`config.mk`:
```
export PLATFORM = sky130hd
export DESIGN_NAME = segmented_level_meter_unit_flat
export DESIGN_NICKNAME = d
export VERILOG_FILES = /design/src/rtl/slmu_pkg.sv /design/src/rtl/slmu_ifs.sv /design/src/rtl/slmu_dp.sv /design/src/rtl/slmu_ctrl.sv /design/src/rtl/segmented_level_meter_unit.sv /design/src/flat_wrapper.sv
export VERILOG_INCLUDE_DIRS = /design/src /design/src/rtl
export SDC_FILE = /design/constraint.sdc
export NUM_CORES = 2
export LEC_CHECK = 0
export ABC_CLOCK_PERIOD_IN_PS = 16300
export BUFFER_PORTS_ARGS = -buffer_cell sky130_fd_sc_hd__buf_2
export CAP_MARGIN = 20
export CORE_ASPECT_RATIO = 1.1
export CORE_UTILIZATION = 40
export DETAILED_ROUTE_END_ITERATION = 8
export REMOVE_ABC_BUFFERS = 1
export SYNTH_ARGS = -nofsm -noshare
export SYNTH_HDL_FRONTEND = slang
export SYNTH_SLANG_ARGS = --single-unit
```
`constraint.sdc`:
```
create_clock -name clk -period 16.3 [get_ports clk]
set_input_delay 0.815 -clock clk [delete_from_list [all_inputs] [get_ports clk]]
set_output_delay 0.815 -clock clk [all_outputs]
set_load 0.05 [all_outputs]
```
`src/rtl/segmented_level_meter_unit_defines.svh`:
```
// assertion macros for the level meter rtl
// no dependencies
`ifndef SEGMENTED_LEVEL_METER_UNIT_DEFINES_SVH
`define SEGMENTED_LEVEL_METER_UNIT_DEFINES_SVH

// same-cycle implication
`define SLMU_ASSERT_NOW(label, clk_i, rst_i, ante, cons, msg) \
  label: assert property (@(posedge clk_i) disable iff (rst_i) (ante) |-> (cons)) \
    else $error(msg);

// next-cycle implication
`define SLMU_ASSERT_NEXT(label, clk_i, rst_i, ante, cons, msg) \
  label: assert property (@(posedge clk_i) disable iff (rst_i) (ante) |=> (cons)) \
    else $error(msg);

`endif

```
`src/rtl/slmu_pkg.sv`:
```
// types, constants and the log2 fraction table of the level meter
// no dependencies
package slmu_pkg;

  localparam int MAX_SEGMENTS_DEF       = 16;
  localparam int MAX_BUFFER_SAMPLES_DEF = 65536;

  localparam int SAMPLE_W = 16;
  localparam int TIME_W   = 48;
  localparam int DB_W     = 12;
  localparam int NSEG_W   = 5;
  localparam int HOLD_W   = 27;
  localparam int STAT_W   = 2;
  localparam int CFG_IDX_W  = 3;
  localparam int CFG_DATA_W = 27;

  localparam int DIFF_W   = 16;
  localparam int P_W      = 34;
  localparam int LVL_W    = 16;
  localparam int DB_COEF_Q10 = 49321;
  localparam int LEVEL_MIN   = -4096;
  localparam int LOG_OFFSET  = 30 * 256;

  typedef logic signed [SAMPLE_W-1:0] sample_t;
  typedef logic [TIME_W-1:0]          time_t;
  typedef logic signed [DB_W-1:0]     db_t;
  typedef logic [NSEG_W-1:0]          nseg_t;
  typedef logic [HOLD_W-1:0]          hold_t;

  typedef enum logic [STAT_W-1:0] {
    ST_BLANK  = 2'd0,
    ST_SIGNAL = 2'd1,
    ST_HIGH   = 2'd2,
    ST_CLIP   = 2'd3
  } status_t;

  typedef enum logic [CFG_IDX_W-1:0] {
    REG_SIGNAL_FLOOR = 3'd0,
    REG_HIGH_LEVEL   = 3'd1,
    REG_CLIP_LEVEL   = 3'd2,
    REG_SEG_COUNT    = 3'd3,
    REG_CLIP_HOLD    = 3'd4
  } cfg_reg_t;

  typedef struct packed {
    logic acc;
    logic close;
    logic norm;
    logic logc;
    logic lvl;
    logic scale;
    logic seg;
  } slmu_cmd_t;

  typedef struct packed {
    logic norm_done;
    logic seg_last;
    logic out_free;
  } slmu_sts_t;

  function automatic logic [8:0] slmu_frac_tab(input logic [4:0] k);
    logic [8:0] v;
    case (k)
      5'd0:  v = 9'd0;
      5'd1:  v = 9'd22;
      5'd2:  v = 9'd44;
      5'd3:  v = 9'd63;
      5'd4:  v = 9'd82;
      5'd5:  v = 9'd100;
      5'd6:  v = 9'd118;
      5'd7:  v = 9'd134;
      5'd8:  v = 9'd150;
      5'd9:  v = 9'd165;
      5'd10: v = 9'd179;
      5'd11: v = 9'd193;
      5'd12: v = 9'd207;
      5'd13: v = 9'd220;
      5'd14: v = 9'd232;
      5'd15: v = 9'd244;
      5'd16: v = 9'd256;
      default: v = 9'd0;
    endcase
    return v;
  endfunction

  // interpolated log2 fraction in q8 from the 8 bits under the leading one
  function automatic logic [8:0] slmu_frac(input logic [7:0] m);
    logic [8:0] t0;
    logic [8:0] t1;
    logic [9:0] prod;
    t0 = slmu_frac_tab({1'b0, m[7:4]});
    t1 = slmu_frac_tab({1'b0, m[7:4]} + 5'd1);
    prod = 10'((t1 - t0) * m[3:0]) + 10'd8;
    return t0 + 9'(prod >> 4);
  endfunction

endpackage

```
`src/rtl/slmu_ifs.sv`:
```
// valid/ready channel interfaces for samples in and segments out
// depends on slmu_pkg
interface slmu_in_if;
  import slmu_pkg::*;
  logic    valid;
  logic    ready;
  sample_t sample;
  logic    buffer_end;
  time_t   time_us;
  modport source (output valid, output sample, output buffer_end, output time_us,
                  input ready);
  modport sink (input valid, input sample, input buffer_end, input time_us,
                output ready);
endinterface

interface slmu_out_if;
  import slmu_pkg::*;
  logic        valid;
  logic        ready;
  nseg_t       segment_number;
  logic [1:0]  status;
  logic        last_segment;
  modport source (output valid, output segment_number, output status,
                  output last_segment, input ready);
  modport sink (input valid, input segment_number, input status,
                input last_segment, output ready);
endinterface

```
`src/rtl/slmu_dp.sv`:
```
// datapath: energy accumulate, normalize, log level, segment compare, output register
// depends on slmu_pkg and the assertion header
`include "segmented_level_meter_unit_defines.svh"
module slmu_dp #(
  parameter int MAX_SEGMENTS       = slmu_pkg::MAX_SEGMENTS_DEF,
  parameter int MAX_BUFFER_SAMPLES = slmu_pkg::MAX_BUFFER_SAMPLES_DEF
) (
  input  logic                        clk,
  input  logic                        rst,
  input  slmu_pkg::slmu_cmd_t         cmd,
  output slmu_pkg::slmu_sts_t         sts,
  input  slmu_pkg::sample_t           sample,
  input  slmu_pkg::time_t             time_us,
  input  logic                        cfg_we,
  input  logic [slmu_pkg::CFG_IDX_W-1:0]  cfg_index,
  input  logic [slmu_pkg::CFG_DATA_W-1:0] cfg_data,
  output logic                        out_valid,
  input  logic                        out_ready,
  output slmu_pkg::nseg_t             out_segment,
  output logic [1:0]                  out_status,
  output logic                        out_last
);
  import slmu_pkg::*;

  localparam int EW    = 31 + $clog2(MAX_BUFFER_SAMPLES);
  localparam int CW    = $clog2(MAX_BUFFER_SAMPLES + 1);
  localparam int CNW   = CW + 8;
  localparam int SHS_W = $clog2(EW);
  localparam int SHC_W = $clog2(CNW);
  localparam int SEGW  = $clog2(MAX_SEGMENTS + 1);
  localparam int PW    = LVL_W + SEGW + 1;

  db_t   floor_db, high_db, clip_db;
  nseg_t seg_cfg;
  hold_t hold_us;

  logic [EW-1:0]    esum;
  logic [CW-1:0]    cnt;
  logic [EW-1:0]    nsum;
  logic [CNW-1:0]   ncnt;
  logic [SHS_W-1:0] sh_s;
  logic [SHC_W-1:0] sh_c;
  time_t            now;
  time_t            hold_until;
  logic             zero_sum;
  logic signed [P_W-1:0]   p;
  logic signed [LVL_W-1:0] lvl;
  logic signed [PW-1:0]    l_n, h_n, c_n, top, bot, floor_ext;
  logic [SEGW-1:0]         nseg, idx;

  logic signed [2*SAMPLE_W-1:0] sq;
  logic [EW-1:0]   esum_next;
  logic [CW-1:0]   cnt_next;
  logic            room;
  logic [SEGW-1:0] nseg_sat;
  logic [8:0]      ts, tc;
  logic signed [DIFF_W-1:0] ds, dc, d;
  logic signed [P_W-1:0]    p_next;
  logic sig_on, high_on, clip_on, is_clip;
  logic signed [PW-1:0] high_t, clip_t;
  status_t  stat;
  logic [TIME_W:0] dl;
  logic      nsum_done, ncnt_done;

  assign sq        = sample * sample;
  assign room      = cnt < CW'(MAX_BUFFER_SAMPLES);
  assign esum_next = room ? esum + EW'(sq[30:0]) : esum;
  assign cnt_next  = room ? cnt + CW'(1) : cnt;

  assign nsum_done = (nsum == '0) || nsum[EW-1];
  assign ncnt_done = ncnt[CNW-1];

  assign ts = slmu_frac(nsum[EW-2 -: 8]);
  assign tc = slmu_frac(ncnt[CNW-2 -: 8]);
  assign ds = DIFF_W'((EW - 1 - int'(sh_s)) * 256 + int'(ts));
  assign dc = DIFF_W'((CNW - 1 - int'(sh_c)) * 256 + int'(tc));
  assign d  = ds - dc - DIFF_W'(LOG_OFFSET);
  assign p_next = P_W'(d) * P_W'(DB_COEF_Q10) + P_W'(131072);

  always_comb begin
    if (seg_cfg == '0) begin
      nseg_sat = SEGW'(1);
    end else if (int'(seg_cfg) > MAX_SEGMENTS) begin
      nseg_sat = SEGW'(MAX_SEGMENTS);
    end else begin
      nseg_sat = SEGW'(seg_cfg);
    end
  end

  assign floor_ext = PW'(floor_db);
  assign sig_on  = !(bot > h_n);
  assign high_on = !(top < h_n);
  assign high_t  = (bot > h_n) ? bot : h_n;
  assign clip_on = !(top < c_n);
  assign clip_t  = (bot > c_n) ? bot : c_n;
  assign is_clip = clip_on && ((l_n > clip_t) || (hold_until > now));
  assign dl      = {1'b0, now} + (TIME_W+1)'(hold_us);

  always_comb begin
    if (is_clip) begin
      stat = ST_CLIP;
    end else if (high_on && (l_n > high_t)) begin
      stat = ST_HIGH;
    end else if (sig_on && (l_n > bot)) begin
      stat = ST_SIGNAL;
    end else begin
      stat = ST_BLANK;
    end
  end

  assign sts.norm_done = nsum_done && ncnt_done;
  assign sts.seg_last  = (idx == nseg - SEGW'(1));
  assign sts.out_free  = !out_valid || out_ready;

  always_ff @(posedge clk) begin
    if (rst) begin
      floor_db   <= -12'sd960;
      high_db    <= -12'sd192;
      clip_db    <= -12'sd48;
      seg_cfg    <= 5'd16;
      hold_us    <= 27'd1000000;
      esum       <= '0;
      cnt        <= '0;
      hold_until <= '0;
      out_valid  <= 1'b0;
    end else begin
      if (cfg_we) begin
        unique case (cfg_index)
          REG_SIGNAL_FLOOR: floor_db <= cfg_data[DB_W-1:0];
          REG_HIGH_LEVEL:   high_db  <= cfg_data[DB_W-1:0];
          REG_CLIP_LEVEL:   clip_db  <= cfg_data[DB_W-1:0];
          REG_SEG_COUNT:    seg_cfg  <= cfg_data[NSEG_W-1:0];
          REG_CLIP_HOLD:    hold_us  <= cfg_data[HOLD_W-1:0];
          default: ;
        endcase
      end
      if (cmd.acc) begin
        if (cmd.close) begin
          esum <= '0;
          cnt  <= '0;
          nsum <= esum_next;
          ncnt <= CNW'(cnt_next);
          sh_s <= '0;
          sh_c <= '0;
          now  <= time_us;
        end else begin
          esum <= esum_next;
          cnt  <= cnt_next;
        end
      end
      if (cmd.norm) begin
        if (!nsum_done) begin
          nsum <= nsum << 1;
          sh_s <= sh_s + SHS_W'(1);
        end
        if (!ncnt_done) begin
          ncnt <= ncnt << 1;
          sh_c <= sh_c + SHC_W'(1);
        end
      end
      if (cmd.logc) begin
        p        <= p_next;
        zero_sum <= (nsum == '0);
      end
      if (cmd.lvl) begin
        lvl <= zero_sum ? LVL_W'(LEVEL_MIN) : p[P_W-1 -: LVL_W];
      end
      if (cmd.scale) begin
        l_n  <= PW'(lvl) * PW'({1'b0, nseg_sat});
        h_n  <= PW'(high_db) * PW'({1'b0, nseg_sat});
        c_n  <= PW'(clip_db) * PW'({1'b0, nseg_sat});
        nseg <= nseg_sat;
        idx  <= '0;
        top  <= '0;
        bot  <= floor_ext;
      end
      if (out_valid && out_ready && !cmd.seg) begin
        out_valid <= 1'b0;
      end
      if (cmd.seg) begin
        out_valid   <= 1'b1;
        out_segment <= NSEG_W'(nseg - idx);
        out_status  <= stat;
        out_last    <= sts.seg_last;
        top <= bot;
        bot <= bot + floor_ext;
        idx <= idx + SEGW'(1);
        if (is_clip && (hold_until < now)) begin
          hold_until <= dl[TIME_W] ? {TIME_W{1'b1}} : dl[TIME_W-1:0];
        end
      end
    end
  end

  `SLMU_ASSERT_NEXT(a_seg_shows, clk, rst, cmd.seg, out_valid, "segment result not presented")
  `SLMU_ASSERT_NOW(a_seg_room, clk, rst, cmd.seg, (!out_valid || out_ready), "result overwritten")
  `SLMU_ASSERT_NOW(a_cnt_cap, clk, rst, 1'b1, (cnt <= CW'(MAX_BUFFER_SAMPLES)), "count past cap")

endmodule

```
`src/rtl/slmu_ctrl.sv`:
```
// controller: sequences accumulate, normalize, log, level, scale and segment walk
// depends on slmu_pkg
module slmu_ctrl (
  input  logic                clk,
  input  logic                rst,
  input  logic                in_valid,
  input  logic                in_last,
  output logic                in_ready,
  output slmu_pkg::slmu_cmd_t cmd,
  input  slmu_pkg::slmu_sts_t sts
);
  import slmu_pkg::*;

  typedef enum logic [2:0] {
    S_ACC, S_NORM, S_LOG, S_LVL, S_SCALE, S_SEG
  } state_t;

  state_t state;

  assign in_ready  = (state == S_ACC);
  assign cmd.acc   = in_ready && in_valid;
  assign cmd.close = cmd.acc && in_last;
  assign cmd.norm  = (state == S_NORM);
  assign cmd.logc  = (state == S_LOG);
  assign cmd.lvl   = (state == S_LVL);
  assign cmd.scale = (state == S_SCALE);
  assign cmd.seg   = (state == S_SEG) && sts.out_free;

  always_ff @(posedge clk) begin
    if (rst) begin
      state <= S_ACC;
    end else begin
      unique case (state)
        S_ACC:   if (cmd.close) state <= S_NORM;
        S_NORM:  if (sts.norm_done) state <= S_LOG;
        S_LOG:   state <= S_LVL;
        S_LVL:   state <= S_SCALE;
        S_SCALE: state <= S_SEG;
        S_SEG:   if (cmd.seg && sts.seg_last) state <= S_ACC;
        default: state <= S_ACC;
      endcase
    end
  end

endmodule

```
`src/rtl/segmented_level_meter_unit.sv`:
```
// rms level meter driving a segment bargraph: one beat per sample in, one per segment out
// after a buffer_end beat the controller runs the normalize state (leading-one search over
// energy and count), then the log, level and scale states, before the first segment
// throughput: one sample per cycle while accumulating; segments one per cycle while the output is free
// reset: synchronous, clears energy, count, clip deadline, output valid and loads register defaults
module segmented_level_meter_unit #(
  parameter int MAX_SEGMENTS       = slmu_pkg::MAX_SEGMENTS_DEF,
  parameter int MAX_BUFFER_SAMPLES = slmu_pkg::MAX_BUFFER_SAMPLES_DEF
) (
  input  logic                            clk,
  input  logic                            rst,
  slmu_in_if.sink                         samples,
  slmu_out_if.source                      segments,
  input  logic                            cfg_we,
  input  logic [slmu_pkg::CFG_IDX_W-1:0]  cfg_index,
  input  logic [slmu_pkg::CFG_DATA_W-1:0] cfg_data
);
  import slmu_pkg::*;

  slmu_cmd_t cmd;
  slmu_sts_t sts;

  slmu_ctrl u_ctrl (
    .clk      (clk),
    .rst      (rst),
    .in_valid (samples.valid),
    .in_last  (samples.buffer_end),
    .in_ready (samples.ready),
    .cmd      (cmd),
    .sts      (sts)
  );

  slmu_dp #(
    .MAX_SEGMENTS       (MAX_SEGMENTS),
    .MAX_BUFFER_SAMPLES (MAX_BUFFER_SAMPLES)
  ) u_dp (
    .clk         (clk),
    .rst         (rst),
    .cmd         (cmd),
    .sts         (sts),
    .sample      (samples.sample),
    .time_us     (samples.time_us),
    .cfg_we      (cfg_we),
    .cfg_index   (cfg_index),
    .cfg_data    (cfg_data),
    .out_valid   (segments.valid),
    .out_ready   (segments.ready),
    .out_segment (segments.segment_number),
    .out_status  (segments.status),
    .out_last    (segments.last_segment)
  );

endmodule

```
`src/flat_wrapper.sv`:
```
// flat-port wrapper written by rule: the top's interface ports become plain ports
module segmented_level_meter_unit_flat import slmu_pkg::*;
#(
  parameter int MAX_SEGMENTS       = slmu_pkg::MAX_SEGMENTS_DEF,
  parameter int MAX_BUFFER_SAMPLES = slmu_pkg::MAX_BUFFER_SAMPLES_DEF
)
  (clk, rst, cfg_we, cfg_index, cfg_data, samples_valid, samples_sample, samples_buffer_end, samples_time_us, samples_ready, segments_valid, segments_segment_number, segments_status, segments_last_segment, segments_ready);
  slmu_in_if samples_i ();
  slmu_out_if segments_i ();
  input  logic clk;
  input  logic rst;
  input  logic cfg_we;
  input  logic [slmu_pkg::CFG_IDX_W-1:0] cfg_index;
  input  logic [slmu_pkg::CFG_DATA_W-1:0] cfg_data;
  input wire logic [$bits(samples_i.valid)-1:0] samples_valid;
  input wire logic [$bits(samples_i.sample)-1:0] samples_sample;
  input wire logic [$bits(samples_i.buffer_end)-1:0] samples_buffer_end;
  input wire logic [$bits(samples_i.time_us)-1:0] samples_time_us;
  output wire logic [$bits(samples_i.ready)-1:0] samples_ready;
  output wire logic [$bits(segments_i.valid)-1:0] segments_valid;
  output wire logic [$bits(segments_i.segment_number)-1:0] segments_segment_number;
  output wire logic [$bits(segments_i.status)-1:0] segments_status;
  output wire logic [$bits(segments_i.last_segment)-1:0] segments_last_segment;
  input wire logic [$bits(segments_i.ready)-1:0] segments_ready;
  assign samples_i.valid = samples_valid;
  assign samples_i.sample = samples_sample;
  assign samples_i.buffer_end = samples_buffer_end;
  assign samples_i.time_us = samples_time_us;
  assign samples_ready = samples_i.ready;
  assign segments_valid = segments_i.valid;
  assign segments_segment_number = segments_i.segment_number;
  assign segments_status = segments_i.status;
  assign segments_last_segment = segments_i.last_segment;
  assign segments_i.ready = segments_ready;
  segmented_level_meter_unit #(.MAX_SEGMENTS(MAX_SEGMENTS), .MAX_BUFFER_SAMPLES(MAX_BUFFER_SAMPLES)) u_core (.clk(clk), .rst(rst), .samples(samples_i), .segments(segments_i), .cfg_we(cfg_we), .cfg_index(cfg_index), .cfg_data(cfg_data));
endmodule
```
==> run_results.csv <==
group,metric,value,unit
logic_synthesis,synthArstFlopShare,0,
setup_path,crit_slowest_cell,"edfxtp_1",
flow_run,drv_cap,0,
setup_path,critPathArrivalTime,15.57,ns
global_route,track_usage,0.190,
floorplan,coreArea,0.129,mm2
logic_synthesis,synth_cells,5617,
setup_path,cp_max_fo,24,
detailed_routing,vias,39273,
finish,design_area,0.0565,mm2
floorplan,start_util,0.404,
floorplan,chipHeight,380,um
place,place_ws,0.795,ns
global_route,grt_first_pass_wirelength,205000,um
timing,report.final.slew_viol_count,0,
floorplan,die_area,0.132,mm2
clocking,clk_pin_slew,0.07,ns
setup_path,critical_path.max_stage_delay,0.87,ns
floorplan,chipWidth,346,um
floorplan,ios,110,
logic_synthesis,synth_edf_count,284,
logic_synthesis,avgSynthCellArea,9.27,um2
detailed_routing,wire_per_inst,17.0,um
detailed_routing,dr.pass1.iters,6,
clocking,cts.root.buffer_cell,"clkbuf_16",
finish,layout_commonest_cell,"inv_1",
finish,layout_common_cells,"inv_1 (760), ha_1 (731), nand2_1 (455)",
timing,finalHoldViolations,0,
logic_synthesis,yosys_warnings,0,
clocking,cts_tree,"done",
floorplan,placementRows,138,
place,gp_congestion,0.903,
global_route,grt_start_max_net_pins,66,
clocking,clock-sinks,484,
timing,tns,0,ns
clocking,cts-buffers-inserted,57,
clocking,clk_latency,0.67,ns
global_route,grt_antenna_before_repair,8,
timing,finClkSkew,0.0447,ns
clocking,ctsLongestPathBuffers,3,
timing,fin_crit_sh,0.932,
status,status,"finished clean",
setup_path,startpoint_type,"flop",
finish,layout.nets,6918,
timing,rsz0062_at_grt,"false",
detailed_routing,drc_errors,0,
finish,drive_above_1_share,0.0597,
setup_path,end_kind,"flop",
timing,slew_headroom,0.288,
detailed_routing,wl,125000,um
timing,clock.fmax,65.8,MHz
detailed_routing,drtIter0Drc,2198,
global_route,globalRouteOverflowTotal,0,
finish,area_delta_synth_final,8.50,%
place,placedInstanceArea,0.0544,mm2
setup_path,cp.required,16.69,ns
place,post-dp-hpwl,97200,um
logic_synthesis,syn-cell-area,0.0521,mm2
timing,worstMarginPinSlew,1.07,ns
min_path,min_path_type,"in -> reg",
logic_synthesis,ys_seq_elements,484,
logic_synthesis,yosysUniqueCellTypes,99,
timing,finalWorstSetupSlack,1.11,ns
timing,period_minus_slack,15.19,ns
logic_synthesis,synth.yosys.seq_area_share,0.241,
timing,finalSetupViolCount,0,
setup_path,path_common_cell,"ha_1",
logic_synthesis,synth-main-ff-cell,"edfxtp_1",
detailed_routing,postRouteAntennaNets,0,
clocking,cts.htree.levels,2,
setup_path,timing_worst_setup_path_type,"reg -> reg",
global_route,grt_pass1_vias,39773,
place,io_buffers,109,
finish,num-fill-cells,12471,
detailed_routing,vias_per_cell,5.32,
[critical path: cells and delay by family (launching register included)]
family	cells	cell delay (ns)
AO/OA/AOI/OAI	23	4.94
XOR/XNOR	7	1.33
adder cells (fa/ha/maj)	16	6.10
buffers and inverters	4	0.20
flip-flops	1	0.87
multiplexers	1	0.30
AND/OR/NAND/NOR	9	1.21
[synth_stat cells, drive strengths merged (42+ instances only)]
master  number  area, um2
o21a        46        345
o21ai      263       1320
nand3      102        510
xor2        87        769
nor2       316       1190
fa         438       8770
and2       241       1510
nor3        76        397
a21o       133        998
nor2b       54        338
a21oi      360       1840
dfxtp      200       4000
inv        761       2860
a22oi       42        315
nand2      458       1720
mux2i       79        791
xnor2      201       1760
clkbuf     154        579
nand4       56        350
ha         732       9160
edfxtp     284       8530
[cell families after synthesis]
| kind of cell | share of synthesized area |
|---|---|
| AND/OR/NAND/NOR | 0.141 |
| adder cells (fa/ha/maj) | 0.344 |
| AO/OA/AOI/OAI | 0.140 |
| buffers and inverters | 0.0684 |
| flip-flops | 0.241 |
| XOR/XNOR | 0.0486 |
| multiplexers | 0.0169 |
[routing by layer]
metal  wire length, um  track usage  share of wire  up-vias
met5                 0            0              0        -
met4              3210       0.0574          0.026        0
met3              4500       0.0204          0.036      177
met2             60200        0.323           0.48      654
met1             57500        0.253           0.46    19167
li1                  -            -              -    19275
[registers in the layout, indices dropped and copies added (netlist names), 18 cells and up, named ones only]
signal / flops
u_core.u_dp.bot: 22
u_core.u_dp.c_n: 18
u_core.u_dp.esum: 47
u_core.u_dp.h_n: 18
u_core.u_dp.hold_until: 48
u_core.u_dp.hold_us: 27
u_core.u_dp.l_n: 22
u_core.u_dp.ncnt: 25
u_core.u_dp.now: 48
u_core.u_dp.nsum: 47
u_core.u_dp.top: 22
[per-stage QoR]
stage	instances	util	hold WS, ns
after detailed placement	7264	0.422	0.454
final	7383	0.438	0.326
after CTS	7372	0.438	0.280
after global routing	7383	0.438	0.288
after floorplan	5436	-	0.435
after global placement	7264	0.422	0.452
[repair_timing]
action,4_1_cts,5_1_grt
resized for setup,0,3
setup endpoints to repair,0,4
hold buffers,0,0
setup buffers,0,3
[area by class of cell]
type                            count  area (um2)  share of cell area
Inverter                          762        2870              0.0507
Tap cell                         1680        2100              0.0372
Clock inverter                     28         367             0.00649
Timing Repair Buffer              153         886              0.0157
Sequential cell                   484       12500               0.222
Multi-Input combinational cell   4190       36100               0.639
Antenna cell                        6        15.0            0.000266
Clock buffer                       80        1650              0.0291
[worst paths after layout]
check                                        from                              endpoint  slack (ns)  cells after the start
max                u_core.u_dp.nsum[44]$_DFFE_PN_           u_core.u_dp.p[33]$_DFFE_PP_        1.11                     60
min                           samples_time_us[24]         u_core.u_dp.now[24]$_DFFE_PP_        0.33                      1
max reg2reg        u_core.u_dp.nsum[44]$_DFFE_PN_           u_core.u_dp.p[33]$_DFFE_PP_        1.11                     60
min reg2reg  u_core.u_dp.hold_us[22]$_SDFFE_PP0P_  u_core.u_dp.hold_us[22]$_SDFFE_PP0P_        0.46                      2
Power is not shown: default switching activity piles up to over one toggle a cycle in this logic, so the estimate is an artifact.
